`config.mk`:
```
export PLATFORM = sky130hd
export DESIGN_NAME = gdac_cell
export DESIGN_NICKNAME = d
export VERILOG_FILES = /design/src/rtl/core/gdac_pkg.sv /design/src/rtl/core/gdac_cell.sv
export SDC_FILE = /design/constraint.sdc
export NUM_CORES = 1
export LEC_CHECK = 0
export ABC_AREA = 1
export BUFFER_PORTS_ARGS = -buffer_cell sky130_fd_sc_hd__buf_2
export CAP_MARGIN = 25
export CORE_ASPECT_RATIO = 0.8
export CORE_MARGIN = 2
export CORE_UTILIZATION = 50
export DETAILED_ROUTE_END_ITERATION = 16
export GPL_ROUTABILITY_DRIVEN = 0
export GPL_TIMING_DRIVEN = 0
export PLACE_DENSITY = 0.77
export SETUP_SLACK_MARGIN = 0.3
export SYNTH_ARGS = -nofsm -noshare
export SYNTH_HDL_FRONTEND = slang
export SYNTH_SLANG_ARGS = --single-unit
export TNS_END_PERCENT = 10
```
`constraint.sdc`:
```
create_clock -name clk -period 1.7 [get_ports clk]
set_clock_uncertainty 0.15 [all_clocks]
set_input_delay 0.085 -clock clk [delete_from_list [all_inputs] [get_ports clk]]
set_output_delay 0.085 -clock clk [all_outputs]
set_load 0.1 [all_outputs]
```
`src/rtl/core/gdac_pkg.sv`:
```
// ----------------------------------------------------------------------------
// gdac_pkg
// Shared types and constants of the GTP-U DNS allow-list classifier.
// ----------------------------------------------------------------------------
package gdac_pkg;

    // Fixed packet layout
    localparam logic [6:0] POS_MAX      = 7'd127;
    localparam logic [6:0] POS_LAST_MIN = 7'd87;   // last byte of a minimum-length candidate
    localparam logic [7:0] PROTO_UDP    = 8'd17;

    // Register reset values and indices
    localparam logic [15:0] TUNNEL_PORT_RST = 16'd2152;
    localparam logic [15:0] DNS_PORT_RST    = 16'd53;
    localparam logic [7:0]  CFG_TUNNEL_PORT = 8'd0;
    localparam logic [7:0]  CFG_DNS_PORT    = 8'd1;

    // Item commands
    localparam logic CMD_BYTE   = 1'b0;
    localparam logic CMD_INSERT = 1'b1;

    // Sequencer states
    typedef enum logic [1:0] {
        S_IDLE,
        S_LOOK,
        S_GATHER,
        S_APPLY
    } state_t;

    // Operation broadcast along the cell row
    typedef enum logic [2:0] {
        OP_NONE,
        OP_LOOK,
        OP_TOUCH,
        OP_REMOVE,
        OP_INSERT
    } op_t;

    typedef struct packed {
        op_t  op;
        logic wr_txid;   // touch also rewrites the expected txid
        logic inc_all;   // insert: every other valid entry ages
    } cell_cmd_t;

endpackage

```
`src/rtl/core/gdac_cell.sv`:
```
// ----------------------------------------------------------------------------
// gdac_cell
// One allow-table entry: key, expected txid, valid flag and LRU rank.
// Compares itself against the broadcast key and applies rank updates.
// ----------------------------------------------------------------------------
module gdac_cell
    import gdac_pkg::*;
#(
    parameter int AW = 6
)
(
    input  logic          clk,
    input  logic          rst_n,
    input  cell_cmd_t     cmd,
    input  logic          sel,
    input  logic [AW-1:0] old_age,
    input  logic [63:0]   key_tuple,
    input  logic [31:0]   key_ports,
    input  logic [15:0]   key_txid,
    output logic          valid,
    output logic          hit,
    output logic          txid_eq,
    output logic [AW-1:0] age
);

    logic          valid_reg, valid_next;
    logic [AW-1:0] age_reg,   age_next;
    logic          hit_reg,   eq_reg;
    logic [63:0]   tuple_reg;
    logic [31:0]   ports_reg;
    logic [15:0]   txid_reg;

    // Rank and valid update
    always_comb
    begin
        valid_next = valid_reg;
        age_next   = age_reg;
        case (cmd.op)
            OP_TOUCH:
            begin
                if (sel)
                    age_next = '0;
                else if (valid_reg && age_reg < old_age)
                    age_next = age_reg + 1'b1;
            end
            OP_REMOVE:
            begin
                if (sel)
                begin
                    valid_next = 1'b0;
                    age_next   = '0;
                end
                else if (valid_reg && age_reg > old_age)
                    age_next = age_reg - 1'b1;
            end
            OP_INSERT:
            begin
                if (sel)
                begin
                    valid_next = 1'b1;
                    age_next   = '0;
                end
                else if (valid_reg && (cmd.inc_all || age_reg < old_age))
                    age_next = age_reg + 1'b1;
            end
            default: ;
        endcase
    end

    always_ff @(posedge clk or negedge rst_n)
    begin
        if (!rst_n)
        begin
            valid_reg <= 1'b0;
            age_reg   <= '0;
            hit_reg   <= 1'b0;
            eq_reg    <= 1'b0;
        end
        else
        begin
            valid_reg <= valid_next;
            age_reg   <= age_next;
            if (cmd.op == OP_LOOK)
            begin
                hit_reg <= valid_reg && (tuple_reg == key_tuple) && (ports_reg == key_ports);
                eq_reg  <= (txid_reg == key_txid);
            end
        end
    end

    // Entry payload
    always_ff @(posedge clk)
    begin
        if (sel && cmd.op == OP_INSERT)
        begin
            tuple_reg <= key_tuple;
            ports_reg <= key_ports;
        end
        if (sel && (cmd.op == OP_INSERT || (cmd.op == OP_TOUCH && cmd.wr_txid)))
            txid_reg <= key_txid;
    end

    assign valid   = valid_reg;
    assign hit     = hit_reg;
    assign txid_eq = eq_reg;
    assign age     = age_reg;

endmodule

```
## Yosys cells after proc, flatten, opt, wreduce, memory -nomap -nowiden

Index checks and enable logic that the tools add are counted.

- Add/subtract/negate cells: 2
- Multipliers: 0
- Divide/modulo/power cells: 0
- Order comparisons: 2
- Equal/unequal tests: 12
- Shift operators: 0
- Muxes and demuxes: 10
- Bitwise gates (word level): 0
- Reductions and logical operators: 14

Operators by type and width:

| operator | count |
|---|---|
| $eq 64x64->1 | 1 |
| $mux 6 | 6 |
| $eq 32x32->1 | 1 |
| $pmux 6 s3 | 1 |
| $eq 16x16->1 | 1 |
| $ne 3x3->1 const B | 3 |
| $logic_and 1x1->1 | 8 |
| $add 6x1->6 const B | 1 |
| $eq 3x2->1 const B | 2 |
| $gt 6x6->1 | 1 |
| $lt 6x6->1 | 1 |
| $sub 6x1->6 const B | 1 |
| $ne 2x2->1 const B | 2 |
| $reduce_and 4->1 | 1 |
| $eq 3x1->1 const B | 1 |
| $eq 3x3->1 const B | 1 |
| $reduce_and 3->1 | 1 |
| $reduce_bool 3->1 | 1 |
| $logic_or 1x1->1 | 2 |
| $mux 1 | 2 |
| $pmux 1 s2 | 1 |
| $reduce_bool 2->1 | 1 |

- Register bits after elaboration: 121
- Bits in latches: 0
- RAM bits: 0
- Memory bits (read-only): 0
- Bits of input ports: 126
- Output and inout bits: 9
- Word-level logic and storage cells: 47
- Memories: 0

## Depth between registers and ports, before layout

- Depth in word-level cells: 6
- Gate-level depth with buffers: 13
- Mapped depth without buffers: 13

## Worst setup path after synthesis

Ideal clock, no wire load.

- Path kind: input to register
- From: in cmd[3] in the netlist's numbering
- To: reg txid_reg[0], enable pin
- Arrival time: 5.155 ns
- Setup slack: -3.979 ns
- Cell stages on the path: 5
- Cell sequence: nor2_1 > nand2_1 > nor2_1 > inv_1 > nand2_1

- Longest elaborated chain between the ends: 4
- Elaborated cells on any way between the ends: 5

RTL lines:

| item | RTL line | source |
|---|---|---|
| start, declared | gdac_cell.sv:14 | `input cell_cmd_t cmd,` |
| $eq 3x2->1 | gdac_cell.sv:99 | `if (sel && (cmd.op == OP_INSERT \|\| (cmd.op == OP_TOUCH && cmd.wr_txid)))` |
| $logic_and 1x1->1 | gdac_cell.sv:99 |  |
| $logic_or 1x1->1 (*) | gdac_cell.sv:99 |  |
| $logic_and 1x1->1 (*) | gdac_cell.sv:99 |  |
| end signal, assigned | gdac_cell.sv:100 | `txid_reg <= key_txid;` |
| end, declared | gdac_cell.sv:31 | `logic [15:0] txid_reg;` |

Every way passes the cells marked *; elsewhere a longest branch is shown, timed or not.
A chain may end at the register's enable or synchronous reset.

## Worst setup path after layout

- From: reg age_reg[3], in the netlist age[3]
- To: reg age_reg[5], in the netlist age[5]

- Longest elaborated chain between the ends: 5
- Elaborated cells on any way between the ends: 19

RTL lines:

| item | RTL line | source |
|---|---|---|
| start, declared | gdac_cell.sv:27 | `logic [AW-1:0] age_reg, age_next;` |
| start signal, assigned | gdac_cell.sv:82 | `age_reg <= age_next;` |
| $lt 6x6->1 | gdac_cell.sv:43, gdac_cell.sv:63 |  |
| $logic_or 1x1->1 | gdac_cell.sv:63 | `else if (valid_reg && (cmd.inc_all \|\| age_reg < old_age))` |
| $logic_and 1x1->1 | gdac_cell.sv:63 |  |
| $ne 3x3->1 (no line) | - |  |
| $reduce_and 4->1 (no line) | - |  |

Parallel ways exist; a longest one is shown, timed or not. The select of a mux whose other input is x is not followed.

==> impl_metrics.yaml <==
layout:
  final_cells: 1229
  antenna_cells: 0
  largest_register_ffs: 64
  final_common_cell: "nand2_1"
  final_area_mm2: 0.00946
  post-route-util: 0.766
  area_delta_synth_final_pct: 47.7
  drive_gt1_frac: 0.215
  fillers: 833
  layout_common_cells: "nand2_1, inv_1, buf_2"
  nNetsFinal: 1181
clocking:
  cts_max_level: 4
  cts.clk_slew.worst_paths_ns: 0.05
  ctsHoldBuffers: 116
  cts_buffer_depth: 2
  cts_made_buffers: 17
  clk_latency_ns: 0.41
  cts_tree: "done"
  clock-sinks: 121
  root_buffer: "clkbuf_16"
routing:
  vias_per_cell: 4.69
  num_vias: 5769
  routedWlPerCell_um: 14.0
  antenna_left: 0
  drc: 0
  first_iter_violations: 452
  dr.pass1.iters: 5
  wl_mm: 17.3
die:
  fp.dieH_um: 105
  initial_utilization: 0.519
  ios: 135
  design.die.area_mm2: 0.0137
  die_w_um: 131
  fp-row-count: 36
  coreArea_mm2: 0.0123
synth:
  syn_nets: 895
  ys_warn_count: 0
  synth-edff-count: 112
  synth_area_leader_cell: "edfxtp_1"
  synth_top_area_share: 0.525
  ys_seq_area_frac: 0.560
  ys_ff_latch: 121
  synthTopCellsByArea: "edfxtp_1, nand2_1, inv_1, dfrtp_1, nor2_1"
  synthCells: 761
  synth.distinct_cells: 28
  syn_area_mm2: 0.00640
  syn_area_per_cell_um2: 8.41
  synthFlopType: "edfxtp_1"
  async_flop_share: 0.0744
worst_hold_path:
  hp-class: "in2reg"
  holdPathStages: 4
critical_path:
  r2r_cells: 9
  cp-start-kind: "register"
  crit_path_end_kind: "register"
  crit_fanout: 4
  cp.required_ns: 1.89
  critPathKind: "reg2reg"
  cp.arrival_ns: 2.13
placement:
  portBuffers: 134
  pre_cts_slack_ns: -0.550
  dp_cells: 1069
  dp.final_hpwl_mm: 10.1
  dpl-instance-area_mm2: 0.00739
status:
  outcome: "finished, violations left"
  violations: "hold timing, setup timing"
sta:
  tightest_slew_ns: 0.746
  hold_viol: 2
  setup-tns-final_ns: -1.30
  period_share: 1.14
  hold_slack_ns: -0.0953
  max_slew_margin: 0.502
  fmax_mhz: 516
  finalSetupViolCount: 6
  drv_slew: 0
  fin_ws_ns: -0.238
  finalCriticalPeriod_ns: 1.94
  rsz0062_at_grt: "true"
pwr:
  power_mw: 8.51
  power.leakage_nw: 4.65
  comb_power_share: 0.195
  ir_drop_mv: 0.693
  p_per_area_mw_per_mm2: 900
  p_seq_frac: 0.410
  power_switching_mw: 2.26
  p_sw_frac: 0.266
  p_int_mw: 6.25
  power.share.clock: 0.396
global_routing:
  grt.busiest_layer: "met2"
  first_global_vias: 5844
  grt_max_degree: 27
  antenna_found_initial: 1
  grt-ovfl-total: 0
  grt_usage: 0.250
  grtUsageMet2: 0.426
  grt_use_met3: 0.0701
  grt_pass1_wl_mm: 26.5
  met1_usage: 0.303
run:
  maxCapViolCount: 0
-- power by group through the flow --
stage               clock, mW  sequential (mW)  combinational, mW
floorplan                   0             3.75              0.500
global placement            0             3.55               1.04
detailed placement          0             3.55               1.08
CTS                      3.39             3.48               1.48
global route             3.54             3.50               1.79
finish                   3.37             3.49               1.66
-- path summary, 6_finish.rpt --
| path | slack [ns] | endpoint | from |
|---|---|---|---|
| hold / removal | -0.1 | age[0]$_DFFE_PN0P_ | sel |
| setup reg to reg | -0.24 | age[5]$_DFFE_PN0P_ | age[3]$_DFFE_PN0P_ |
| setup / recovery | -0.24 | age[5]$_DFFE_PN0P_ | age[3]$_DFFE_PN0P_ |
| min in group asynchronous | 0.56 | age[5]$_DFFE_PN0P_ | rst_n |
| hold reg to reg | 0.35 | hit$_DFFE_PN0N_ | hit$_DFFE_PN0N_ |
| max in group asynchronous | 0.48 | age[0]$_DFFE_PN0P_ | rst_n |
-- what timing repair did --
action,CTS,global route
endpoints found under the setup margin,101,14
pin swaps,17,12
gates resized for setup,42,23
endpoints found under the hold margin,126,2
buffers inserted,8,5
cloned,1,0
-- area by class of cell --
type / count / area, µm² / area share
Clock buffer: 19 / 433 / 0.0458
Clock inverter: 11 / 108 / 0.0114
Inverter: 203 / 764 / 0.0808
Multi-Input combinational cell: 438 / 2230 / 0.236
Sequential cell: 121 / 3600 / 0.380
Tap cell: 171 / 214 / 0.0226
Timing Repair Buffer: 266 / 2110 / 0.223
-- cell usage after synthesis (3+ instances only) --
cell and number:
nor2_1 48, nand3_1 15, inv_1 201, ha_1 8, xnor2_1 16, o21ai_0 22
a21oi_1 5, xor2_1 13, nor3_1 6, dfrtp_1 9, edfxtp_1 112, nand4_1 15
nand2_2 3, nand2_1 270
-- cells by family (layout without fill, tap and decap cells) --
| logic type | Yosys count | after routing | share of synthesized area |
|---|---|---|---|
| compound gates | 34 | 34 | 0.0317 |
| simple gates | 366 | 367 | 0.233 |
| flops | 121 | 121 | 0.560 |
| fa+ha+maj | 8 | 8 | 0.0156 |
| buf+inv | 203 | 499 | 0.119 |
| xor+xnor | 29 | 29 | 0.0397 |
-- per-layer routing --
layer	vias to the layer above	share of wire
li1	2889	-
met1	2617	0.41
met2	221	0.50
met3	40	0.063
met4	2	0.020
met5	-	0.00041
-- worst max-delay path, cell delays in order (launching register included) --
cell and delay, ns:
dfrtp_2 0.43, ha_4 0.24, nand2_1 0.07, nand2_1 0.07, nand2_2 0.13, nand4_4 0.13
a21oi_4 0.30, buf_6 0.16, nand3_1 0.09, nand2_1 0.09
Power figures use the tool's default switching activity.
