[config.mk]
export PLATFORM = sky130hd
export DESIGN_NAME = gdac_parser
export DESIGN_NICKNAME = d
export VERILOG_FILES = /design/src/rtl/core/gdac_pkg.sv /design/src/rtl/core/gdac_parser.sv
export SDC_FILE = /design/constraint.sdc
export NUM_CORES = 1
export LEC_CHECK = 0
export ABC_AREA = 1
export BUFFER_PORTS_ARGS = -buffer_cell sky130_fd_sc_hd__clkbuf_2
export CAP_MARGIN = 10
export CORE_UTILIZATION = 35
export CTS_CLUSTER_SIZE = 24
export DETAILED_ROUTE_END_ITERATION = 8
export SLEW_MARGIN = 30
export SYNTH_ARGS = -nofsm -noshare
export SYNTH_HDL_FRONTEND = slang
export SYNTH_SLANG_ARGS = --single-unit
[constraint.sdc]
create_clock -name clk -period 1.8 [get_ports clk]
set_clock_uncertainty 0.1 [all_clocks]
set_input_delay 0.18 -clock clk [delete_from_list [all_inputs] [get_ports clk]]
set_output_delay 0.18 -clock clk [all_outputs]
set_load 0.03 [all_outputs]
[src/rtl/core/gdac_pkg.sv]
// ----------------------------------------------------------------------------
// gdac_pkg
// Shared types and constants of the GTP-U DNS allow-list classifier.
// ----------------------------------------------------------------------------
package gdac_pkg;

    // Fixed packet layout
    localparam logic [6:0] POS_MAX      = 7'd127;
    localparam logic [6:0] POS_LAST_MIN = 7'd87;   // last byte of a minimum-length candidate
    localparam logic [7:0] PROTO_UDP    = 8'd17;

    // Register reset values and indices
    localparam logic [15:0] TUNNEL_PORT_RST = 16'd2152;
    localparam logic [15:0] DNS_PORT_RST    = 16'd53;
    localparam logic [7:0]  CFG_TUNNEL_PORT = 8'd0;
    localparam logic [7:0]  CFG_DNS_PORT    = 8'd1;

    // Item commands
    localparam logic CMD_BYTE   = 1'b0;
    localparam logic CMD_INSERT = 1'b1;

    // Sequencer states
    typedef enum logic [1:0] {
        S_IDLE,
        S_LOOK,
        S_GATHER,
        S_APPLY
    } state_t;

    // Operation broadcast along the cell row
    typedef enum logic [2:0] {
        OP_NONE,
        OP_LOOK,
        OP_TOUCH,
        OP_REMOVE,
        OP_INSERT
    } op_t;

    typedef struct packed {
        op_t  op;
        logic wr_txid;   // touch also rewrites the expected txid
        logic inc_all;   // insert: every other valid entry ages
    } cell_cmd_t;

endpackage

[src/rtl/core/gdac_parser.sv]
// ----------------------------------------------------------------------------
// gdac_parser
// Fixed-offset header parser: tracks byte position and captures the inner
// four-tuple and DNS transaction id, flagging DNS candidates on the last byte.
// ----------------------------------------------------------------------------
module gdac_parser
    import gdac_pkg::*;
(
    input  logic        clk,
    input  logic        rst_n,
    input  logic        byte_en,
    input  logic [7:0]  data_byte,
    input  logic        last_byte,
    input  logic [15:0] tunnel_port,
    input  logic [15:0] dns_port,
    output logic        candidate,
    output logic [31:0] src_addr,
    output logic [31:0] dst_addr,
    output logic [15:0] inner_sport,
    output logic [15:0] dst_port,
    output logic [15:0] txid
);

    logic [6:0]  pos_reg,   pos_next;
    logic        match_reg, match_next;
    logic [7:0]  proto_reg, proto_next;
    logic [31:0] src_reg,   src_next;
    logic [31:0] dst_reg,   dst_next;
    logic [15:0] sp_reg,    sp_next;
    logic [15:0] dp_reg,    dp_next;
    logic [15:0] tx_reg,    tx_next;

    // Capture at fixed offsets
    always_comb
    begin
        match_next = match_reg;
        proto_next = proto_reg;
        src_next   = src_reg;
        dst_next   = dst_reg;
        sp_next    = sp_reg;
        dp_next    = dp_reg;
        tx_next    = tx_reg;
        case (pos_reg)
            7'd34: match_next = (data_byte == tunnel_port[15:8]);
            7'd35, 7'd37: match_next = match_reg && (data_byte == tunnel_port[7:0]);
            7'd36: match_next = match_reg && (data_byte == tunnel_port[15:8]);
            7'd67: proto_next = data_byte;
            7'd70, 7'd71, 7'd72, 7'd73: src_next = {src_reg[23:0], data_byte};
            7'd74, 7'd75, 7'd76, 7'd77: dst_next = {dst_reg[23:0], data_byte};
            7'd78, 7'd79: sp_next = {sp_reg[7:0], data_byte};
            7'd80, 7'd81: dp_next = {dp_reg[7:0], data_byte};
            7'd86, 7'd87: tx_next = {tx_reg[7:0], data_byte};
            default: ;
        endcase
        pos_next = (pos_reg < POS_MAX) ? pos_reg + 7'd1 : pos_reg;
    end

    assign candidate = (pos_reg >= POS_LAST_MIN) && match_next && (proto_next == PROTO_UDP)
                       && (dp_next == dns_port);
    assign src_addr    = src_next;
    assign dst_addr    = dst_next;
    assign inner_sport = sp_next;
    assign dst_port    = dp_next;
    assign txid        = tx_next;

    // Parse state; cleared at packet end
    always_ff @(posedge clk or negedge rst_n)
    begin
        if (!rst_n)
        begin
            pos_reg   <= '0;
            match_reg <= 1'b0;
            proto_reg <= '0;
            src_reg   <= '0;
            dst_reg   <= '0;
            sp_reg    <= '0;
            dp_reg    <= '0;
            tx_reg    <= '0;
        end
        else if (byte_en)
        begin
            if (last_byte)
            begin
                pos_reg   <= '0;
                match_reg <= 1'b0;
                proto_reg <= '0;
                src_reg   <= '0;
                dst_reg   <= '0;
                sp_reg    <= '0;
                dp_reg    <= '0;
                tx_reg    <= '0;
            end
            else
            begin
                pos_reg   <= pos_next;
                match_reg <= match_next;
                proto_reg <= proto_next;
                src_reg   <= src_next;
                dst_reg   <= dst_next;
                sp_reg    <= sp_next;
                dp_reg    <= dp_next;
                tx_reg    <= tx_next;
            end
        end
    end

endmodule

## Word level (Yosys, flattened, before mapping)

Index checks and enable logic that the tools add are counted.

| word-level totals | value |
|---|---|
| output and inout port bits | 113 |
| flip-flop bits (word level) | 128 |

| operators by class | value |
|---|---|
| add/sub/neg operators | 1 |
| order comparisons | 2 |
| eq/ne operators | 23 |
| reductions and logical operators | 13 |
| mux-type cells | 16 |

Operators by type and width:

| cell | number |
|---|---|
| $mux 32 | 4 |
| $eq 7x7->1 const B | 15 |
| $mux 16 | 6 |
| $eq 7x6->1 const B | 4 |
| $eq 16x16->1 | 1 |
| $eq 8x8->1 | 2 |
| $mux 8 | 2 |
| $mux 7 | 2 |
| $eq 8x5->1 const B | 1 |
| $reduce_or 2->1 | 4 |
| $reduce_or 4->1 | 2 |
| $add 7x1->7 const B | 1 |
| $ge 7x7->1 const B | 1 |
| $lt 7x7->1 const B | 1 |
| $logic_and 1x1->1 | 5 |
| $pmux 1 s3 | 1 |
| $reduce_and 2->1 | 1 |
| $reduce_bool 2->1 | 1 |
| $mux 1 | 1 |

## Logic depth before layout (Yosys ltp)

Gate-level depths: netlist of run 1.

| logic depth | value |
|---|---|
| word-level depth | 6 |
| depth in mapped cells | 15 |
| gate-level depth less buffers | 14 |

## Least setup slack after synthesis of run 1

Ideal clock, no wire load.

| path | value |
|---|---|
| path type | reg-to-output |
| start point | register pos_reg[0] |
| end point | output port candidate |
| stages on the path, launching flop included | 13 |
| required time | 1.520 ns |
| slack | -0.744 ns |
| arrival time | 2.264 ns |
| cell sequence | dfrtp_1 > inv_1 > ha_1 > nor2_1 > nor2_2 > nand2_2 > buf_6 > nand2_1 > o21ai_1 > xor2_1 > nor2_1 > nand3_1 > nor2_1 |

| on the way | value |
|---|---|
| elaborated cells on any way between the ends | 18 |

RTL lines:

| what | RTL line | source |
|---|---|---|
| start: declaration | gdac_parser.sv:24 | `logic [6:0] pos_reg, pos_next;` |
| start signal: assignment | gdac_parser.sv:95 | `pos_reg <= pos_next;` |
| $eq 7x7->1 | gdac_parser.sv:43 | `case (pos_reg)` |
| $reduce_or 2->1 * | gdac_parser.sv:43 |  |
| $mux 16 * | gdac_parser.sv:43 |  |
| net dst_port[2] | gdac_parser.sv:20 | `output logic [15:0] dst_port,` |
| $eq 16x16->1 * | gdac_parser.sv:59 | `&& (dp_next == dns_port);` |
| $logic_and 1x1->1 * | gdac_parser.sv:59 |  |
| end: declaration | gdac_parser.sv:16 | `output logic candidate,` |

Mark *: on every way through the listed nets, which the timed path passes. The rest lies on a longest branch.

## Worst setup path in the final report of run 1

| path | value |
|---|---|
| start point | register pos_reg[0] |
| end point | output port src_addr[13] |

| on the way | value |
|---|---|
| cells in the longest elaborated chain, start to end | 3 |
| elaborated cells on any way between the ends | 6 |

Ends and longest elaborated chain:

| what | RTL line | source |
|---|---|---|
| $eq 7x7->1 | gdac_parser.sv:43 |  |
| $reduce_or 4->1 * | gdac_parser.sv:43 |  |
| $mux 32 * | gdac_parser.sv:43 |  |
| end: declaration | gdac_parser.sv:17 | `output logic [31:0] src_addr,` |

Mark *: on every way between the ends. The rest lies on a longest branch, timed or not.

==> results of run 1 <==
[layout make-up]
class	instances	area (um^2)
Inverter	206	773.2
Tap cell	265	331.6
Sequential cell	128	3203
Clock buffer	17	425.4
Timing Repair Buffer	349	3946
Fill cell	1535	6932
Clock inverter	14	205.2
Multi-Input combinational cell	592	3901
[worst max path at each step]
stage / end / slack [ns] / start / cells after the start
final: src_addr[13] / -1.0 / pos_reg[0] / 14
after global routing: candidate / -1.16 / pos_reg[0] / 16
after CTS: candidate / -0.96 / pos_reg[1] / 14
after detailed placement: candidate / -0.68 / pos_reg[0] / 16
after global placement: candidate / -0.64 / pos_reg[0] / 16
after floorplan: candidate / -0.37 / pos_reg[0] / 12
[critical path, cell delays in order, from the launching register on]
cell and delay [ns]:
dfrtp_1 0.42, buf_6 0.14, ha_4 0.16, nor2_4 0.11
buf_4 0.13, buf_6 0.10, nor2_4 0.04, o21ai_4 0.16
buf_12 0.15, buf_12 0.11, bufbuf_16 0.26, nand2_1 0.06
o21ai_2 0.07, inv_2 0.04, clkbuf_8 0.15
[placed cells by master, fill, tap and decap left out, types with 5 or more instances in the layout]
| master | instances |
|---|---|
| buf_8 | 30 |
| clkbuf_16 | 21 |
| nor2_4 | 9 |
| nand2_4 | 22 |
| a21oi_1 | 5 |
| nand3_2 | 10 |
| o21ai_2 | 70 |
| o21ai_4 | 28 |
| nand2_2 | 20 |
| nand2_1 | 198 |
| dfrtp_1 | 128 |
| clkbuf_2 | 41 |
| buf_16 | 12 |
| xor2_1 | 8 |
| o22ai_1 | 70 |
| nand3_1 | 44 |
| buf_4 | 128 |
| buf_12 | 23 |
| a22o_1 | 20 |
| o21ai_1 | 7 |
| inv_2 | 74 |
| clkbuf_8 | 71 |
| inv_1 | 131 |
| xnor2_1 | 8 |
| nor2_1 | 22 |
| o21ai_0 | 33 |
| buf_6 | 35 |
[repair_timing]
item / CTS / global route
endpoints found under the hold margin: 125 / 0
setup endpoints to repair: 223 / 231
buffers inserted: 20 / 13
cloned: 13 / 5
hold buffers: 2 / 0
pin swaps: 14 / 11
gates resized for setup: 402 / 121
[per-layer routing]
| metal | GRT usage, % | up-vias | wire, um |
|---|---|---|---|
| met5 | 0 | - | 0 |
| met4 | 9.695 | 0 | 640 |
| met3 | 3.718 | 47 | 1254 |
| met2 | 43.60 | 234 | 13310 |
| met1 | 31.53 | 3811 | 11440 |
| li1 | - | 3781 | - |
[cells by family (layout without fill, tap and decap cells)]
| group | after synthesis | count (layout) |
|---|---|---|
| xor gates and xnor gates | 16 | 16 |
| and+or+nand+nor | 334 | 334 |
| DFF | 128 | 128 |
| adders and majority gates | 4 | 4 |
| buffers and inverters | 264 | 586 |
| AOI/OAI and AO/OA | 238 | 238 |
[power groups by stage]
stage               Clock, W  Sequential (W)  Combinational (W)
floorplan                  0         0.00295           0.000289
detailed placement         0         0.00295           0.000669
finish               0.00376         0.00290           0.000800
global route         0.00394         0.00290           0.000859
global placement           0         0.00295           0.000669
CTS                  0.00381         0.00290           0.000765
[per-stage QoR]
step / std cells / TNS, ns / utilization, % / hold slack [ns] / setup slack, ns
CTS: 1553 / -110.03 / 62.17 / 0.1025 / -0.9647
floorplan: 984 / -9.633 / - / -0.2156 / -0.3712
global placement: 1488 / -65.46 / 48.67 / 0.03001 / -0.6418
global route: 1571 / -138.85 / 64.85 / 0.1647 / -1.157
finish: 1571 / -120.94 / 64.85 / 0.1416 / -0.9962
detailed placement: 1488 / -73.63 / 48.67 / 0.02766 / -0.6780
==> flow_metrics.env, run 1 <==
export IMPL_status="finished, violations left"
export IMPL_violations="setup timing"
export IMPL_post_drt_wl_per_cell_um=16.96
export IMPL_synth_seq_cells=128
export IMPL_die_area_um2=20930
export IMPL_crit_fanout=7
export IMPL_synth_main_ff_cell="dfrtp_1"
export IMPL_yosysMostFrequentCell="nand2_1"
export IMPL_rr_worst_depth=14
export IMPL_rrSetupSlack_ns=-0.58
export IMPL_routed_wl_mm=26.64
export IMPL_io_pins=157
export IMPL_grt_ovfl_total=0
export IMPL_yosysTopAreaCellShare_pct=44.95
export IMPL_worst_slew_pin_slew_ns=0.5058
export IMPL_synth_cell_types=27
export IMPL_route_detailed_drc=0
export IMPL_maxSlewHeadroom_pct=66.28
export IMPL_worst_hold_path_type="in2async"
export IMPL_gp_congestion=0.8983
export IMPL_clock_fmax_mhz=357.6
export IMPL_clock_latency_ns=0.42
export IMPL_synth_largest_area_cell="dfrtp_1"
export IMPL_worst_setup_path_start_kind="flip-flop"
export IMPL_ant_nets=0
export IMPL_p_leak_nw=6.644
export IMPL_antenna_found_initial=0
export IMPL_core_um2=19720
export IMPL_sw_frac_of_total_pct=25.77
export IMPL_place_area_um2=9597
export IMPL_grt_usage_pct=25.17
export IMPL_r2r_end="dst_reg[21]"
export IMPL_setup_viol=211
export IMPL_port_buffers=156
export IMPL_synth_commonest_cells="nand2_1 (240), inv_1 (202), o21ai_0 (132)"
export IMPL_fin_crit_sh_pct=155.3
export IMPL_r2r_start="pos_reg[0]"
export IMPL_intPower_w=0.005536
export IMPL_die_x_um=144.7
export IMPL_fin_area_um2=12790
export IMPL_pwr_share_clk_pct=50.4
export IMPL_yosysWarnings=0
export IMPL_start_util_pct=36.14
export IMPL_drt_iter0_markers=375
export IMPL_clock_path_buffers=2
export IMPL_diodes=0
export IMPL_ys_seq_area_share_pct=44.95
export IMPL_nNetsFinal=1342
export IMPL_grt_pass1_vias=7814
export IMPL_async_flop_share_pct=100.0
export IMPL_maxCapViolations=0
export IMPL_cts_tree="yes"
export IMPL_drive_gt1_share_pct=47.86
export IMPL_synth_top_family_by_area="compound AO/OA/AOI/OAI gates"
export IMPL_cts_max_level=4
export IMPL_netlist_top_cells_area="dfrtp_1 (45%), nand2_1 (13%), inv_1 (11%), o21ai_0 (9.3%), o22ai_1 (6.5%)"
export IMPL_synth_compound_area_share_pct=19.16
export IMPL_synth_edf_count=0
export IMPL_cts_buffers=17
export IMPL_worst_slack_ns=-0.9962
export IMPL_path_clk_slew_ns=0.06
export IMPL_row_count=51
export IMPL_grt_pass1_wl_mm=40.30
export IMPL_critical_path_required_ns=1.52
export IMPL_synth_fp_nets=1032
export IMPL_switching_power_w=0.001921
export IMPL_grt_max_degree=95
export IMPL_syn_area_um2=7126
export IMPL_firstDrtPassIters=5
export IMPL_cellPowerDensity_nw_per_um2=583.2
export IMPL_pwr_share_seq_pct=38.9
export IMPL_cts_root_buffer="clkbuf_16"
export IMPL_period_minus_slack_ns=2.796
export IMPL_muxShareOfSynthArea_pct=0
export IMPL_drv_slew=0
export IMPL_syn_to_final_growth_pct=79.44
export IMPL_power_w=0.007457
export IMPL_via_per_inst=5.011
export IMPL_syn_avg_cell_area_um2=7.241
export IMPL_die_h_um=144.7
export IMPL_synth_xor_area_share_pct=1.967
export IMPL_vias=7873
export IMPL_dp_hpwl_mm=15.75
export IMPL_worst_ep_arrival_time_ns=2.52
export IMPL_cts_sinks=128
export IMPL_hold_violations=0
export IMPL_synth_adder_area_share_pct=0.7024
export IMPL_p_comb_share_pct=10.7
export IMPL_rsz0062_at_grt="true"
export IMPL_vdd_drop_max_uv=602.6
export IMPL_crit_type="reg2out"
export IMPL_crit_path_end_kind="output pin"
export IMPL_syn_inst=984
export IMPL_yosys_area_share_simple_pct=18.84
Power figures use the tool's default switching activity.
==> inputs of run 2 (changes only) <==
--- a/config.mk
+++ b/config.mk
@@ -6,11 +6,11 @@
 export NUM_CORES = 1
 export LEC_CHECK = 0
 export ABC_AREA = 1
-export BUFFER_PORTS_ARGS = -buffer_cell sky130_fd_sc_hd__clkbuf_2
 export CAP_MARGIN = 10
 export CORE_UTILIZATION = 35
 export CTS_CLUSTER_SIZE = 24
 export DETAILED_ROUTE_END_ITERATION = 8
+export DONT_BUFFER_PORTS = 1
 export SLEW_MARGIN = 30
 export SYNTH_ARGS = -nofsm -noshare
 export SYNTH_HDL_FRONTEND = slang
==> run 2 against run 1 <==
  * The flow finishes with violations (hold timing, setup timing)
  * Setup slack improved by 0.022 ns
  * Sequential cell count unchanged
  * Final area decreased by 3.7%
  * Critical path depth increased by 1
  * Sequential share of layout area increased by 0.99 points
  * Core utilization decreased by 2.4 points
  * First-iteration DRC count decreased by 12%
  * Critical endpoint is now candidate
  * Worst hold slack got worse by 0.78 ns
==> flow_metrics.env, run 2 (synthesized netlist as in run 1, its figures left out) <==
export IMPL_grt_usage_pct=23.04
export IMPL_worst_setup_path_start_kind="flip-flop"
export IMPL_vias=7305
export IMPL_power_w=0.007516
export IMPL_cts_buffers=17
export IMPL_core_um2=19720
export IMPL_die_x_um=144.7
export IMPL_maxSlewHeadroom_pct=71.91
export IMPL_grt_max_degree=129
export IMPL_dp_cells=1308
export IMPL_io_pins=157
export IMPL_post_drt_wl_per_cell_um=18.31
export IMPL_row_count=51
export IMPL_period_minus_slack_ns=2.774
export IMPL_antenna_found_initial=0
export IMPL_fin_area_um2=12310
export IMPL_p_leak_nw=5.895
export IMPL_cts_hold_buf=2
export IMPL_worst_ep_arrival_time_ns=2.49
export IMPL_drv_slew=0
export IMPL_drt_iter0_markers=330
export IMPL_clock_latency_ns=0.42
export IMPL_cts_sinks=128
export IMPL_gp_congestion=0.8520
export IMPL_grt_pass1_wl_mm=36.29
export IMPL_die_h_um=144.7
export IMPL_hold_violations=226
export IMPL_die_area_um2=20930
export IMPL_path_clk_slew_ns=0.06
export IMPL_critical_path_required_ns=1.52
export IMPL_place_area_um2=8827
export IMPL_crit_type="reg2out"
export IMPL_cellPowerDensity_nw_per_um2=610.5
export IMPL_worst_slew_pin_slew_ns=0.4213
export IMPL_port_buffers=0
export IMPL_dp_hpwl_mm=14.30
export IMPL_cp_cell_sequence="inv_2 > ha_4 > nor2_4 > nor2_4 > nand2_4 > buf_12 > nand2_2 > nand2_4 > nand2_1 > nand2_1 > nor2_1 > nand2_1 > nor2_2 > nand3_2 > nor2_4"
export IMPL_nNetsFinal=1176
export IMPL_violations="hold timing, setup timing"
export IMPL_slowest_stage="dfrtp_2"
export IMPL_firstDrtPassIters=5
export IMPL_fillers=1558
export IMPL_rsz0062_at_grt="true"
export IMPL_maxCapViolations=0
export IMPL_cts_max_level=4
export IMPL_via_per_inst=5.196
export IMPL_crit_path_end_kind="output pin"
export IMPL_mostFrequentLayoutCells="nand2_1 (143), inv_1 (126), dfrtp_1 (126)"
export IMPL_clock_path_buffers=2
export IMPL_routed_wl_mm=25.75
export IMPL_drive_gt1_share_pct=48.12
export IMPL_start_util_pct=36.14
export IMPL_setup_viol=213
export IMPL_holdWs_ns=-0.6406
export IMPL_max_stage_delay_ns=0.45
export IMPL_cts_tree="yes"
export IMPL_cts_root_buffer="clkbuf_16"
export IMPL_diodes=0
export IMPL_vdd_drop_max_uv=646.4
export IMPL_ant_nets=0
export IMPL_final_common_cell="nand2_1"
export IMPL_crit_fanout=9
export IMPL_grt_pass1_vias=6831
export IMPL_route_detailed_drc=0
export IMPL_fin_crit_sh_pct=154.1
export IMPL_syn_to_final_growth_pct=72.77
export IMPL_worst_slack_ns=-0.9744
export IMPL_clock_fmax_mhz=360.4
export IMPL_status="finished, violations left"
export IMPL_grt_ovfl_total=0
export IMPL_worst_hold_path_type="in2async"
export IMPL_final_cells=1406
-- run 2: through the flow --
stage | setup slack (ns) | util, % | hold WS [ns] | setup TNS, ns
6_report | -0.9744 | 62.43 | -0.6406 | -106.19
4_1_cts | -0.9486 | 54.20 | -0.6571 | -101.44
3_5_place_dp | -0.6363 | 44.77 | -0.2093 | -61.93
3_3_place_gp | -0.6259 | 44.77 | -0.2089 | -56.55
5_1_grt | -1.117 | 62.43 | -0.6608 | -120.28
2_1_floorplan | -0.3712 | - | -0.2156 | -9.633
-- run 2: worst paths after layout --
path,start,endpoint,slack (ns),depth (start not counted)
worst max-delay path,pos_reg[0],candidate,-0.97,15
worst min-delay path,rst_n,dst_reg[14],-0.64,0
worst max register to register,pos_reg[0],dst_reg[30],-0.47,13
worst min register to register,proto_reg[5],proto_reg[5],0.39,2
max in group asynchronous,rst_n,src_reg[0],2.04,0
min in group clk,byte_en,dst_reg[30],-0.24,1
-- run 2: repair_timing --
action,in CTS,in global routing
pin swaps,2,20
resized for setup,195,333
endpoints found under the hold margin,233,226
buffers inserted,18,35
endpoints found under the setup margin,227,233
cloned,15,5
-- run 2: routing by layer --
metal | up-vias | track usage [%] | part of all wire [%]
met5 | - | 0 | 0
met2 | 190 | 38.77 | 51
met1 | 3623 | 29.68 | 42
met4 | 0 | 7.645 | 2.5
met3 | 42 | 4.278 | 4.2
li1 | 3450 | - | -
-- run 2: cell type report --
type                            instances  area [um^2]  share of cell area (%)
Inverter                              206        878.3                   7.135
Sequential cell                       128         3206                   26.04
Timing Repair Buffer                  183         2471                   20.07
Tap cell                              265        331.6                   2.693
Clock inverter                         14        249.0                   2.023
Multi-Input combinational cell        592         4746                   38.55
Clock buffer                           18        429.2                   3.486
-- run 2: where the power goes --
group / total, W / internal, W / switching (W)
Clock: 0.00407 / 0.00263 / 0.00143
Combinational: 0.000549 / 0.000245 / 0.000304
Sequential: 0.00290 / 0.00289 / 0.0000123
Total: 0.00752 / 0.00577 / 0.00175
-- run 2: critical path: cells and delay by family (launching register included) --
family,cells,cell delay (ns)
buffers and inverters,2,0.27
flip-flops,1,0.45
adder cells (fa/ha/maj),1,0.16
AND/OR/NAND/NOR,12,1.21
==> inputs of run 3 (changes only) <==
--- a/config.mk
+++ b/config.mk
@@ -7,7 +7,7 @@
 export LEC_CHECK = 0
 export ABC_AREA = 1
 export CAP_MARGIN = 10
-export CORE_UTILIZATION = 35
+export CORE_UTILIZATION = 45
 export CTS_CLUSTER_SIZE = 24
 export DETAILED_ROUTE_END_ITERATION = 8
 export DONT_BUFFER_PORTS = 1
==> run 3 against run 2 <==
  * Fmax grew 0.95%
  * Critical path depth did not move
  * Count of clock-buffer cells in the layout did not move
  * Sequential share of layout area up 3.3 points
  * Sequential cell count unchanged
  * Combinational power decreased by 4.9%
  * Via count shrank 1.8%
  * The flow still finishes with violations (hold timing, setup timing)
  * Highest routed layer unchanged
  * Global-route usage grew 4.1 points
  * Final cell count fell by 5.3%
  * First-iteration DRC count increased by 55%
==> flow_metrics.env, run 3 (synthesized netlist as in run 1, its figures left out) <==
export IMPL_status="finished, violations left"
export IMPL_violations="hold timing, setup timing"
export IMPL_cts_hold_buf=5
export IMPL_cts_max_level=4
export IMPL_regArea_um2=3204
export IMPL_ant_nets=0
export IMPL_fin_crit_sh_pct=152.7
export IMPL_rrSetupSlack_ns=-0.45
export IMPL_crit_type="reg2out"
export IMPL_rr_worst_depth=13
export IMPL_maxCapViolations=0
export IMPL_syn_to_final_growth_pct=53.10
export IMPL_clock_path_buffers=2
export IMPL_firstDrtPassIters=7
export IMPL_path_clk_slew_ns=0.06
export IMPL_io_pins=157
export IMPL_r2r_start="pos_reg[0]"
export IMPL_fillers=1202
export IMPL_start_util_pct=46.53
export IMPL_post_drt_wl_per_cell_um=17.67
export IMPL_grt_pass1_vias=6613
export IMPL_hold_violations=224
export IMPL_worst_setup_path_start_kind="flip-flop"
export IMPL_mostFrequentLayoutCells="nand2_1 (181), inv_1 (128), dfrtp_1 (127)"
export IMPL_drt_iter0_markers=511
export IMPL_gp_congestion=0.9021
export IMPL_via_per_inst=5.392
export IMPL_drv_slew=0
export IMPL_maxSlewHeadroom_pct=66.76
export IMPL_r2r_end="dst_reg[21]"
export IMPL_clock_latency_ns=0.42
export IMPL_setup_viol=224
export IMPL_grt_max_degree=129
export IMPL_holdWs_ns=-0.6480
export IMPL_grt_pass1_wl_mm=34.20
export IMPL_rsz0062_at_grt="true"
export IMPL_core_um2=15310
export IMPL_clock_fmax_mhz=363.9
export IMPL_vdd_drop_max_uv=668.6
export IMPL_cts_root_buffer="clkbuf_16"
export IMPL_die_h_um=127.8
export IMPL_crit_fanout=7
export IMPL_final_common_cell="nand2_1"
export IMPL_multi_input_area_um2=3951
export IMPL_cts_sinks=128
export IMPL_power_w=0.007191
export IMPL_dp_hpwl_mm=13.11
export IMPL_row_count=45
export IMPL_routed_wl_mm=23.52
export IMPL_p_leak_nw=5.572
export IMPL_nNetsFinal=1154
export IMPL_grt_usage_pct=27.15
export IMPL_fin_util_pct=71.23
export IMPL_critical_path_required_ns=1.52
export IMPL_grt_ovfl_total=0
export IMPL_worst_ep_arrival_time_ns=2.47
export IMPL_post_place_ws_ns=-0.5807
export IMPL_period_minus_slack_ns=2.748
export IMPL_route_detailed_drc=0
export IMPL_cts_buffers=17
export IMPL_worst_slack_ns=-0.9482
export IMPL_worst_hold_path_type="in2async"
export IMPL_crit_path_end_kind="output pin"
export IMPL_vias=7177
export IMPL_die_x_um=127.8
export IMPL_worst_slew_pin_slew_ns=0.4970
export IMPL_drive_gt1_share_pct=41.29
export IMPL_antenna_found_initial=0
export IMPL_cellPowerDensity_nw_per_um2=659.2
export IMPL_port_buffers=0
export IMPL_cts_tree="yes"
export IMPL_die_area_um2=16340
## run 3: changes by cell type in the layout (fill, tap and decap cells not counted), moves of 11 or more
cell | before | now
o22ai_2 | 28 | 6
nand2_4 | 67 | 23
o21ai_1 | 16 | 2
inv_2 | 37 | 76
buf_12 | 41 | 30
o21ai_2 | 30 | 80
inv_4 | 42 | 1
nand2_1 | 143 | 181
o21ai_0 | 21 | 36
buf_6 | 55 | 28
o22ai_1 | 45 | 68
o21ai_4 | 71 | 20
## run 3: worst max-delay path by stage
stage / depth (start not counted) / start / slack, ns / to
2_1_floorplan: 12 / pos_reg[0] / -0.37 / candidate
3_3_place_gp: 12 / pos_reg[0] / -0.55 / candidate
3_5_place_dp: 12 / pos_reg[0] / -0.58 / candidate
4_1_cts: 14 / pos_reg[0] / -0.89 / candidate
5_1_grt: 13 / pos_reg[0] / -1.08 / candidate
6_report: 15 / pos_reg[0] / -0.95 / candidate
## run 3: final cells by class
| class | count | area share (%) |
|---|---|---|
| Antenna cell | 1 | 0.02294 |
| Clock inverter | 14 | 1.858 |
| Multi-Input combinational cell | 593 | 36.22 |
| Tap cell | 211 | 2.420 |
| Clock buffer | 18 | 3.934 |
| Sequential cell | 128 | 29.37 |
| Inverter | 206 | 7.111 |
| Timing Repair Buffer | 160 | 19.06 |
## run 3: what timing repair did
item                                   CTS  global route
resized for setup                      196            82
gates cloned                             9            12
pin swaps                               10            30
setup endpoints to repair              216           232
endpoints found under the hold margin  234           224
setup buffers                            5            28
## run 3: critical path: stages (launching register included)
cell     delay, ns
dfrtp_2       0.44
inv_2         0.10
ha_4          0.14
nor2_4        0.05
nor2_4        0.17
nand2_4       0.11
buf_12        0.17
nand2_2       0.08
nand2_4       0.06
nand2_1       0.05
nand2_1       0.04
nor2_1        0.09
nand2_1       0.06
nor2_2        0.13
nand3_2       0.11
nor2_4        0.23
## run 3: metal layers
| metal | vias up | track usage [%] | part of all wire, % |
|---|---|---|---|
| met5 | - | 0 | 0 |
| met4 | 0 | 7.197 | 1.2 |
| met3 | 22 | 5.509 | 5.4 |
| met2 | 214 | 44.79 | 50 |
| met1 | 3533 | 36.38 | 43 |
| li1 | 3408 | - | - |
## run 3: per-stage QoR
stage,TNS (ns),std cells,hold WS [ns],area [um^2]
after CTS,-101.57,1291,-0.6650,10080
after global placement,-50.93,1240,-0.2123,8592
after floorplan,-9.633,984,-0.2156,7542
after detailed placement,-54.34,1240,-0.2120,8592
after global routing,-120.90,1330,-0.6696,10910
final,-101.25,1331,-0.6480,10910
## run 3: where the power goes
part / leakage, nW / switching, W / total [W] / internal, W
clock: 0.307 / 0.00142 / 0.00377 / 0.00235
sequential: 1.79 / 0.0000107 / 0.00290 / 0.00289
combinational: 3.48 / 0.000303 / 0.000522 / 0.000219
total: 5.57 / 0.00174 / 0.00719 / 0.00545
